**src/sorted_linked_list_insert_core_macros.svh**
```systemverilog
// assertion macros for the sorted linked list insert core
// no dependencies; included by files that carry concurrent assertions
`ifndef SORTED_LINKED_LIST_INSERT_CORE_MACROS_SVH
`define SORTED_LINKED_LIST_INSERT_CORE_MACROS_SVH
`ifndef SYNTH
// same-cycle implication
`define SLLI_ASSERT_IMPLY(name, clk, rst, ante, cons) \
  name: assert property (@(posedge clk) disable iff (rst) (ante) |-> (cons)) \
    else $error("slli assertion failed");
// next-cycle implication
`define SLLI_ASSERT_NEXT(name, clk, rst, ante, cons) \
  name: assert property (@(posedge clk) disable iff (rst) (ante) |=> (cons)) \
    else $error("slli assertion failed");
`else
`define SLLI_ASSERT_IMPLY(name, clk, rst, ante, cons)
`define SLLI_ASSERT_NEXT(name, clk, rst, ante, cons)
`endif
`endif

```
**src/slli_pkg.sv**
```systemverilog
// shared types and constants for the sorted linked list insert core
// no dependencies
package slli_pkg;

  localparam int CAPACITY_DEF  = 16;
  localparam int KEY_BYTES_DEF = 8;
  localparam int KEY_W         = 64;
  localparam int PAYLOAD_W     = 32;
  localparam int SLOT_W        = 4;
  localparam int MAX_RESULTS   = 16;

  localparam logic REQ_INSERT  = 1'b0;
  localparam logic REQ_READOUT = 1'b1;

  typedef enum logic [1:0] {
    ST_INSERTED = 2'd0,
    ST_FULL     = 2'd1,
    ST_ENTRY    = 2'd2,
    ST_EMPTY    = 2'd3
  } status_t;

  typedef struct packed {
    status_t                status;
    logic [SLOT_W-1:0]      slot;
    logic [KEY_W-1:0]       entry_key;
    logic [PAYLOAD_W-1:0]   entry_payload;
    logic                   last;
  } result_t;

endpackage

```
**src/slli_if.sv**
```systemverilog
// request and response channel interfaces (valid/ready)
// depends on slli_pkg
interface slli_req_if;
  import slli_pkg::*;
  logic                 valid;
  logic                 ready;
  logic                 req_type;
  logic [KEY_W-1:0]     key;
  logic [PAYLOAD_W-1:0] payload;
  modport source (output valid, req_type, key, payload, input ready);
  modport sink (input valid, req_type, key, payload, output ready);
endinterface

interface slli_rsp_if;
  import slli_pkg::*;
  logic                 valid;
  logic                 ready;
  status_t              status;
  logic [SLOT_W-1:0]    slot;
  logic [KEY_W-1:0]     entry_key;
  logic [PAYLOAD_W-1:0] entry_payload;
  logic                 last;
  modport source (output valid, status, slot, entry_key, entry_payload, last, input ready);
  modport sink (input valid, status, slot, entry_key, entry_payload, last, output ready);
endinterface

```
**src/sorted_linked_list_insert_core.sv**
```systemverilog
// sorted linked list table: insert in key order and ordered readout
// depends on slli_pkg, slli_if, slli_ram and the assertion macro header
//
//   channel  dir  type         contents
//   req      in   slli_req_if  req_type, key, payload
//   rsp      out  slli_rsp_if  status, slot, entry_key, entry_payload, last
//
// insert: after the accept, a walk that steps past each entry with a smaller
//   key, paced by the dependent link-memory read per walk step, then a link
//   write for the new slot and, unless it becomes the head, one for its predecessor
// readout: after the accept, one result per cycle while rsp is ready
// reset empties the chain at once; the memories need no clearing
// a stalled rsp holds the core where it has a result to load; req is taken only when idle
`include "sorted_linked_list_insert_core_macros.svh"
module sorted_linked_list_insert_core #(
  parameter int CAPACITY  = slli_pkg::CAPACITY_DEF,
  parameter int KEY_BYTES = slli_pkg::KEY_BYTES_DEF
) (
  input logic      clk,
  input logic      rst,
  slli_req_if.sink   req,
  slli_rsp_if.source rsp
);
  import slli_pkg::*;

  localparam int SLOT_IDX_W  = $clog2(CAPACITY);
  localparam int LINK_W      = SLOT_IDX_W + 1;
  localparam int COUNT_W     = $clog2(CAPACITY + 1);
  localparam int KEY_STORE_W = 8 * KEY_BYTES;
  localparam int DATA_W      = KEY_STORE_W + PAYLOAD_W;
  localparam int RES_CNT_W   = $clog2(MAX_RESULTS);
  localparam logic [LINK_W-1:0] END_LINK = {LINK_W{1'b1}};

  typedef enum logic [4:0] {
    S_IDLE      = 5'b00001,
    S_WALK      = 5'b00010,
    S_LINK_NEW  = 5'b00100,
    S_LINK_PREV = 5'b01000,
    S_READ      = 5'b10000
  } state_t;

  state_t                  state, state_next;
  logic [LINK_W-1:0]       cur, cur_next;
  logic [LINK_W-1:0]       prev;
  logic [LINK_W-1:0]       head;
  logic [COUNT_W-1:0]      count;
  logic [RES_CNT_W-1:0]    n;
  logic [KEY_STORE_W-1:0]  new_key;
  logic                    out_valid;
  result_t                 res, res_next;
  logic                    load;

  logic                    can_load;
  logic                    accept;
  logic                    full;
  logic [SLOT_IDX_W-1:0]   slot_idx;
  logic [KEY_STORE_W-1:0]  req_key;
  logic                    data_we;
  logic [DATA_W-1:0]       data_rdata;
  logic [KEY_STORE_W-1:0]  key_rd;
  logic [PAYLOAD_W-1:0]    payload_rd;
  logic                    link_we;
  logic [SLOT_IDX_W-1:0]   link_waddr;
  logic [LINK_W-1:0]       link_wdata;
  logic [LINK_W-1:0]       link_rdata;
  logic                    walk_on;
  logic                    read_last;

  assign can_load   = !out_valid || rsp.ready;
  assign req.ready  = (state == S_IDLE) && can_load;
  assign accept     = req.valid && req.ready;
  assign full       = (count == COUNT_W'(CAPACITY));
  assign slot_idx   = count[SLOT_IDX_W-1:0];
  assign req_key    = req.key[KEY_W-1 -: KEY_STORE_W];
  assign key_rd     = data_rdata[DATA_W-1 -: KEY_STORE_W];
  assign payload_rd = data_rdata[PAYLOAD_W-1:0];
  // read data always belongs to the slot held in cur
  assign walk_on    = (cur != END_LINK) && (key_rd < new_key);
  assign read_last  = (link_rdata == END_LINK) || (n == RES_CNT_W'(MAX_RESULTS - 1));

  slli_ram #(.WIDTH(DATA_W), .DEPTH(CAPACITY)) u_data_ram (
    .clk   (clk),
    .we    (data_we),
    .waddr (slot_idx),
    .wdata ({req_key, req.payload}),
    .raddr (cur_next[SLOT_IDX_W-1:0]),
    .rdata (data_rdata)
  );

  slli_ram #(.WIDTH(LINK_W), .DEPTH(CAPACITY)) u_link_ram (
    .clk   (clk),
    .we    (link_we),
    .waddr (link_waddr),
    .wdata (link_wdata),
    .raddr (cur_next[SLOT_IDX_W-1:0]),
    .rdata (link_rdata)
  );

  always_comb begin
    state_next = state;
    cur_next   = cur;
    data_we    = 1'b0;
    link_we    = 1'b0;
    link_waddr = slot_idx;
    link_wdata = cur;
    load       = 1'b0;
    res_next   = '{status: ST_INSERTED, slot: '0, entry_key: '0, entry_payload: '0,
                   last: 1'b1};
    case (state)
      S_IDLE: begin
        if (accept) begin
          if (req.req_type == REQ_INSERT) begin
            if (full) begin
              load            = 1'b1;
              res_next.status = ST_FULL;
            end else begin
              data_we    = 1'b1;
              cur_next   = head;
              state_next = S_WALK;
            end
          end else begin
            if (head == END_LINK) begin
              load            = 1'b1;
              res_next.status = ST_EMPTY;
            end else begin
              cur_next   = head;
              state_next = S_READ;
            end
          end
        end
      end
      S_WALK: begin
        if (walk_on) begin
          cur_next = link_rdata;
        end else begin
          state_next = S_LINK_NEW;
        end
      end
      S_LINK_NEW: begin
        link_we = 1'b1;
        if (prev == END_LINK) begin
          if (can_load) begin
            load          = 1'b1;
            res_next.slot = SLOT_W'(slot_idx);
            state_next    = S_IDLE;
          end
        end else begin
          state_next = S_LINK_PREV;
        end
      end
      S_LINK_PREV: begin
        link_we    = 1'b1;
        link_waddr = prev[SLOT_IDX_W-1:0];
        link_wdata = {1'b0, slot_idx};
        if (can_load) begin
          load          = 1'b1;
          res_next.slot = SLOT_W'(slot_idx);
          state_next    = S_IDLE;
        end
      end
      S_READ: begin
        if (can_load) begin
          load                   = 1'b1;
          res_next.status        = ST_ENTRY;
          res_next.slot          = SLOT_W'(cur[SLOT_IDX_W-1:0]);
          res_next.entry_key     = KEY_W'(key_rd) << (KEY_W - KEY_STORE_W);
          res_next.entry_payload = payload_rd;
          res_next.last          = read_last;
          if (read_last) begin
            state_next = S_IDLE;
          end else begin
            cur_next = link_rdata;
          end
        end
      end
      default: begin
        state_next = S_IDLE;
      end
    endcase
  end

  always_ff @(posedge clk) begin
    if (rst) begin
      state     <= S_IDLE;
      head      <= END_LINK;
      count     <= '0;
      out_valid <= 1'b0;
    end else begin
      state <= state_next;
      if (load) begin
        out_valid <= 1'b1;
      end else if (rsp.ready) begin
        out_valid <= 1'b0;
      end
      // insert commits when its result is loaded
      if (load && (state == S_LINK_NEW || state == S_LINK_PREV)) begin
        count <= count + 1'b1;
        if (state == S_LINK_NEW) begin
          head <= {1'b0, slot_idx};
        end
      end
    end
  end

  always_ff @(posedge clk) begin
    cur <= cur_next;
    if (load) begin
      res <= res_next;
    end
    if (accept) begin
      new_key <= req_key;
      prev    <= END_LINK;
      n       <= '0;
    end else if (state == S_WALK && walk_on) begin
      prev <= cur;
    end else if (state == S_READ && load) begin
      n <= n + 1'b1;
    end
  end

  assign rsp.valid         = out_valid;
  assign rsp.status        = res.status;
  assign rsp.slot          = res.slot;
  assign rsp.entry_key     = res.entry_key;
  assign rsp.entry_payload = res.entry_payload;
  assign rsp.last          = res.last;

  `SLLI_ASSERT_NEXT(a_count_step, clk, rst, state == S_LINK_PREV && can_load, count == $past(count) + 1'b1)
  `SLLI_ASSERT_IMPLY(a_walk_not_full, clk, rst, state == S_WALK, count != COUNT_W'(CAPACITY))
  `SLLI_ASSERT_IMPLY(a_read_bounded, clk, rst, state == S_READ, n < count && head != END_LINK)

endmodule

```
**src/slli_ram.sv**
```systemverilog
// generic single-write, single-read ram with registered read data
// no dependencies
module slli_ram #(
  parameter int WIDTH = 8,
  parameter int DEPTH = 16,
  localparam int ADDR_W = $clog2(DEPTH)
) (
  input  logic              clk,
  input  logic              we,
  input  logic [ADDR_W-1:0] waddr,
  input  logic [WIDTH-1:0]  wdata,
  input  logic [ADDR_W-1:0] raddr,
  output logic [WIDTH-1:0]  rdata
);

  logic [WIDTH-1:0] mem [DEPTH];

  always_ff @(posedge clk) begin
    if (we) begin
      mem[waddr] <= wdata;
    end
    rdata <= mem[raddr];
  end

endmodule

```
**src/flat_wrapper.sv**
```systemverilog
// flat-port wrapper written by rule: the top's interface ports become plain ports
module sorted_linked_list_insert_core_flat import slli_pkg::*;
#(
  parameter int CAPACITY  = slli_pkg::CAPACITY_DEF,
  parameter int KEY_BYTES = slli_pkg::KEY_BYTES_DEF
)
  (clk, rst, req_valid, req_req_type, req_key, req_payload, req_ready, rsp_valid, rsp_status, rsp_slot, rsp_entry_key, rsp_entry_payload, rsp_last, rsp_ready);
  slli_req_if req_i ();
  slli_rsp_if rsp_i ();
  input logic clk;
  input logic rst;
  input wire logic [$bits(req_i.valid)-1:0] req_valid;
  input wire logic [$bits(req_i.req_type)-1:0] req_req_type;
  input wire logic [$bits(req_i.key)-1:0] req_key;
  input wire logic [$bits(req_i.payload)-1:0] req_payload;
  output wire logic [$bits(req_i.ready)-1:0] req_ready;
  output wire logic [$bits(rsp_i.valid)-1:0] rsp_valid;
  output wire logic [$bits(rsp_i.status)-1:0] rsp_status;
  output wire logic [$bits(rsp_i.slot)-1:0] rsp_slot;
  output wire logic [$bits(rsp_i.entry_key)-1:0] rsp_entry_key;
  output wire logic [$bits(rsp_i.entry_payload)-1:0] rsp_entry_payload;
  output wire logic [$bits(rsp_i.last)-1:0] rsp_last;
  input wire logic [$bits(rsp_i.ready)-1:0] rsp_ready;
  assign req_i.valid = req_valid;
  assign req_i.req_type = req_req_type;
  assign req_i.key = req_key;
  assign req_i.payload = req_payload;
  assign req_ready = req_i.ready;
  assign rsp_valid = rsp_i.valid;
  assign rsp_status = rsp_i.status;
  assign rsp_slot = rsp_i.slot;
  assign rsp_entry_key = rsp_i.entry_key;
  assign rsp_entry_payload = rsp_i.entry_payload;
  assign rsp_last = rsp_i.last;
  assign rsp_i.ready = rsp_ready;
  sorted_linked_list_insert_core #(.CAPACITY(CAPACITY), .KEY_BYTES(KEY_BYTES)) u_core (.clk(clk), .rst(rst), .req(req_i), .rsp(rsp_i));
endmodule
```
**config.mk**
```make
export PLATFORM = sky130hd
export DESIGN_NAME = sorted_linked_list_insert_core_flat
export DESIGN_NICKNAME = d
export VERILOG_FILES = /design/src/slli_pkg.sv /design/src/slli_if.sv /design/src/sorted_linked_list_insert_core.sv /design/src/slli_ram.sv /design/src/flat_wrapper.sv
export VERILOG_INCLUDE_DIRS = /design/src /design/src/src
export SDC_FILE = /design/constraint.sdc
export NUM_CORES = 2
export LEC_CHECK = 0
export ABC_AREA = 1
export BUFFER_PORTS_ARGS = -buffer_cell sky130_fd_sc_hd__buf_2
export CORE_MARGIN = 2
export CORE_UTILIZATION = 60
export DETAILED_ROUTE_END_ITERATION = 8
export HOLD_SLACK_MARGIN = 0.06
export PLACE_DENSITY = 0.78
export SKIP_LAST_GASP = 1
export SYNTH_ARGS = -nofsm -noshare
export SYNTH_HDL_FRONTEND = slang
export SYNTH_HIERARCHICAL = 1
export SYNTH_SLANG_ARGS = --single-unit
```
**constraint.sdc**
```tcl
create_clock -name clk -period 21.8 [get_ports clk]
set_clock_uncertainty 0.1 [all_clocks]
set_input_delay 4.36 -clock clk [delete_from_list [all_inputs] [get_ports clk]]
set_output_delay 4.36 -clock clk [all_outputs]
set_load 0.005 [all_outputs]
```
# Word-level counts from Yosys, hierarchy flattened
# Memory sizes are Yosys's and may differ from the RTL's. A register that Yosys moved wholly into a read port is not among the register bits.
# Cells that the tools add are included.
# classes
addsub,2
n_lt_le_gt_ge,1
n_eq_ne,19
mux,47
n_bitwise,1
n_reduce_logical,19
# op_table
operator,count
$mux W103,1
$mux W5,17
$lt A64 B64 Y1,1
$eq A5 B5 Y1 const B,5
$pmux W5 S5,1
$mux W1,18
$pmux W5 S3,1
$mux W4,3
$pmux W4 S3,1
$ne A2 B1 Y1 const B,4
$reduce_and A7 Y1,1
$logic_and A1 B1 Y1,6
$mux W2,3
$ne A3 B3 Y1 const B,2
$reduce_and A2 Y1,3
$reduce_and A6 Y1,1
$add A5 B1 Y5 const B,1
$eq A5 B1 Y1 const B,1
$eq A5 B2 Y1 const B,1
$eq A5 B3 Y1 const B,1
$eq A5 B4 Y1 const B,1
$ne A5 B5 Y1 const B,1
$add A4 B1 Y4 const B,1
$eq A4 B4 Y1 const B,1
9 further kinds,13
# word_totals
reg_bits,197
mem_bits_rw,1616
inputBits,101
output_inout_bits,105
word_cells,105
memories,2
# memory_table
memory,words,width,rd,rd_clocked_by_memory_dff,write_ports,line,text
u_core.u_data_ram.mem,16,96,1,1,1,slli_ram.sv:16,logic [WIDTH-1:0] mem [DEPTH];
u_core.u_link_ram.mem,16,5,1,1,1,slli_ram.sv:16,

# Longest topological paths before layout
# depth
depth_word,8
mapped_depth,28
ltp_nobuf,25

# Modules after synthesis
# The synthesis kept the hierarchy.
# by_module_without_submodules
module,instances,cells_each,area_per_inst_um2,seq_area_each_um2
slli_ram (u_core.u_data_ram),1,6302,67643.6,48046.1
sorted_linked_list_insert_core,1,888,9173.8,5625.4
slli_ram (u_core.u_link_ram),1,355,3733.6,2502.4

# Worst setup path after synthesis
# OpenSTA, ideal clock, no wires.
# synth_timing
path_type,input-to-reg
from,input rsp_ready
to,"memory u_core/u_data_ram/mem[12][0] (netlist name), enable pin"
setup_ns,0.552
arrival_time_ns,9.303
required_time_ns,21.148
setup_slack_ns,11.846
stages,7
n_path_buf,1
path_cell_list,nor2_1 > inv_1 > nand3_2 > clkbuf_1 > nor2_1 > nand3_1 > nor2_1
# synth_via
elab_chain_len,7
# synth_lines
item,line,text
"start, declared",flat_wrapper.sv:23,input wire logic [$bits(rsp_i.ready)-1:0] rsp_ready;
$logic_or A1 B1 Y1,sorted_linked_list_insert_core.sv:69,assign can_load = !out_valid || rsp.ready;
$logic_and A1 B1 Y1,sorted_linked_list_insert_core.sv:70,assign req.ready = (state == S_IDLE) && can_load;
$logic_and A1 B1 Y1,sorted_linked_list_insert_core.sv:71,assign accept = req.valid && req.ready;
$mux W1,sorted_linked_list_insert_core.sv:111,if (accept) begin
$mux W1,sorted_linked_list_insert_core.sv:109,case (state)
via u_core.data_we,sorted_linked_list_insert_core.sv:58,logic data_we;
$mux W1,slli_ram.sv:19,if (we) begin
$mux W1 (implied by the code),slli_ram.sv:20,mem[waddr] <= wdata;
"end, declared",slli_ram.sv:16,
# The timed path passes the listed nets, and every way through them passes these cells.

# Worst setup path in the final report
# layout_timing
from,input rsp_ready
to,output req_ready
# layout_via
elab_chain_len,2
# layout_lines
item,line,text
$logic_or A1 B1 Y1,sorted_linked_list_insert_core.sv:69,
$logic_and A1 B1 Y1,sorted_linked_list_insert_core.sv:70,
"end, declared",flat_wrapper.sv:16,output wire logic [$bits(req_i.ready)-1:0] req_ready;
# Every way passes these cells.

==> flow_metrics.tcl <==
set metrics [dict create \
    cts_setup_buffers 0 \
    portBuffers 205 \
    vias_per_cell 5.60 \
    tightestPinTransition_ns 1.25 \
    p_int_mw 7.76 \
    synth-edff-count 1784 \
    fmaxAchievable_mhz 104 \
    drive_gt1_share_pct 8.32 \
    drt_iter0_markers 6502 \
    route.vias.total 53800 \
    status "complete, no violations" \
    netlist_instances 7545 \
    dieArea_um2 137000 \
    power.leakage_nw 38.2 \
    antenna_found_initial 31 \
    final_area_um2 88800 \
    setup_violations 0 \
    nNetsFinal 7826 \
    rows 134 \
    dp_hpwl_mm 96.6 \
    dp.cells 9240 \
    grt_pass1_vias 52000 \
    startpoint_type "primary input" \
    rrSetupSlack_ns 15.07 \
    ys_top_cells_by_count "nand2_1, edfxtp_1, inv_1" \
    path_buf_inv 2 \
    yosys.area.top_type "edfxtp_1" \
    power_mw 13.3 \
    critPathKind "primary input to output pin" \
    worst_setup_path_end_kind "output pin" \
    setup_tns_ns 0 \
    seq_power_share_pct 33.2 \
    grt_max_degree 217 \
    post_drt_wl_per_cell_um 20.3 \
    wirelength_mm 195 \
    synthFlopType "edfxtp_1" \
    syn_nets 7712 \
    max-vdd-ir-drop_v 0.000261 \
    area_delta_synth_final_pct 10.3 \
    die_height_um 370 \
    clk_latency_ns 0.84 \
    slew_violations 0 \
    grt_usage_pct 28.3 \
    hold_viol_final 0 \
    path_cells "buf_2 -> nor2_1 -> nor2_1 -> buf_2" \
    dr.pass1.iters 8 \
    io_pins 206 \
    hold_path.class "flip-flop to flip-flop" \
    pwr-share-clk_pct 24.5 \
    placed_area_um2 82600 \
    synth_top_cells_by_area "edfxtp_1, nand2_1, nand3_1" \
    ctsResizeCount 0 \
    ant_nets 0 \
    async_reset_ff_share_pct 0 \
    sw_frac_of_total_pct 41.6 \
    fin_crit_ns 9.63 \
    fin_crit_sh_pct 44.2 \
    yosysMostFrequentCell "nand2_1" \
    postCtsHoldBufs 0 \
    synth_seq_area_share_pct 69.7 \
    powerDensity_nw_per_um2 150 \
    yosys_warnings 6 \
    cap_viol_max_count 0 \
    initial_utilization_pct 60.4 \
    crit_arrival_ns 5.17 \
    rsz0062_at_grt "false" \
    synth_cell_types 40 \
    clockBufferDepth 3 \
    cts_max_level 4 \
    avgSynthCellArea_um2 10.7 \
    critPathSlowestCell "nor2_1" \
    clkSinkCount 1914 \
    netSwitchingPower_mw 5.53 \
    grt_pass1_wl_mm 294 \
    path_clk_slew_ns 0.06 \
    gp_congestion 0.858 \
    layout.cells.non_filler 9606 \
    dieWidth_um 370 \
    cp_top_family "simple AND/OR/NAND/NOR gates" \
    worst-path-max-fanout 8 \
    tritoncts "built" \
    relSlewSlack_pct 16.6 \
    numCtsBuffers 185 \
    critPathRequiredTime_ns 17.34 \
    core_area_um2 133000 \
    ctsRootBufferMaster "clkbuf_16" \
    slowest_delay_ns 0.46 \
    drc 0 \
    ys_ff_latch 1914 \
    synth_top_area_share_pct 66.5 \
    synth_area_um2 80600 \
    grt_remaining_overflow 0 \
    combPwrFrac_pct 42.3 \
    holdWs_ns 0.377 \
]
worst min-delay path, stage by stage (launching register included):
cell     delay [ns]
dfxtp_1        0.33
inv_1          0.06
a21oi_1        0.05
metrics by stage:
step	util, %	setup slack, ns
after global placement	61.9	12.20
after global routing	66.6	12.14
after floorplan	-	11.85
after CTS	66.6	12.19
final	66.6	12.17
after detailed placement	61.9	12.12
metal layers:
metal	wire length [um]	GRT usage [%]	vias to the layer above
li1	-	-	24600
met1	72600	37.6	25500
met2	92600	45.8	3060
met3	22400	5.73	569
met4	7290	11.9	32
met5	210	0	-
power groups by stage:
stage	logic, mW	clock network [mW]	registers, mW
global route	6.17	3.43	4.42
global placement	5.29	0	4.48
CTS	5.52	3.29	4.41
detailed placement	5.45	0	4.49
floorplan	4.20	0	4.45
finish	5.62	3.26	4.41
final cells by class:
cell class | instances | area, um2
timing repair buffer | 275 | 1630
clock buffer | 250 | 5060
tap | 1768 | 2210
multi-input combinational | 3846 | 17100
antenna | 15 | 37.5
clock inverter | 101 | 1180
inverter | 1437 | 5430
fill | 9214 | 44500
sequential | 1914 | 56200
path summary, 6_finish.rpt:
check,start,to,depth (start not counted)
max reg2reg,u_core/new_key[59],u_core/u_data_ram/rdata[47],20
min reg2reg,u_core/n[2],u_core/n[2],2
max,rsp_ready,req_ready,4
min,u_core/n[2],u_core/n[2],2
cells by family after synthesis:
| group | count (synthesis) | synth area share [%] |
|---|---|---|
| compound gates | 107 | 0.744 |
| fa+ha+maj | 66 | 1.03 |
| buf+inv | 1785 | 9.20 |
| flops | 1914 | 69.7 |
| simple gates | 3673 | 19.3 |
registers in the layout, indices dropped and copies added, names as in the netlist:
register and count:
u_core/u_data_ram/mem 1536, u_core/u_data_ram/rdata 96, u_core/u_link_ram/mem 80, u_core/new_key 64, u_core/rsp.entry_key 64, u_core/rsp.entry_payload 32
u_core/count 5, u_core/cur 5, u_core/head 5, u_core/prev 5, u_core/state 5, u_core/u_link_ram/rdata 5
u_core/n 4, u_core/rsp.slot 4, u_core/rsp.status 2, u_core/rsp.last 1, u_core/rsp.valid 1
layout by cell type (no fill, tap or decap), drive strengths merged:
master    instances
and3              2
o21ai            33
a21oi            53
o211ai            8
ha               66
clkinvlp          6
nand3b            4
bufinv           22
buf             275
a31oi             3
clkbuf          250
nand3          1231
nor3b             1
nor3             10
o22ai             3
o21a              3
edfxtp         1784
nor2            168
nand4            14
nand2          2240
diode            15
inv            1444
clkinv           66
nor4              3
a211oi            3
dfxtp           130
a22oi             1
No activity file was read; power rests on OpenSTA's default activity.
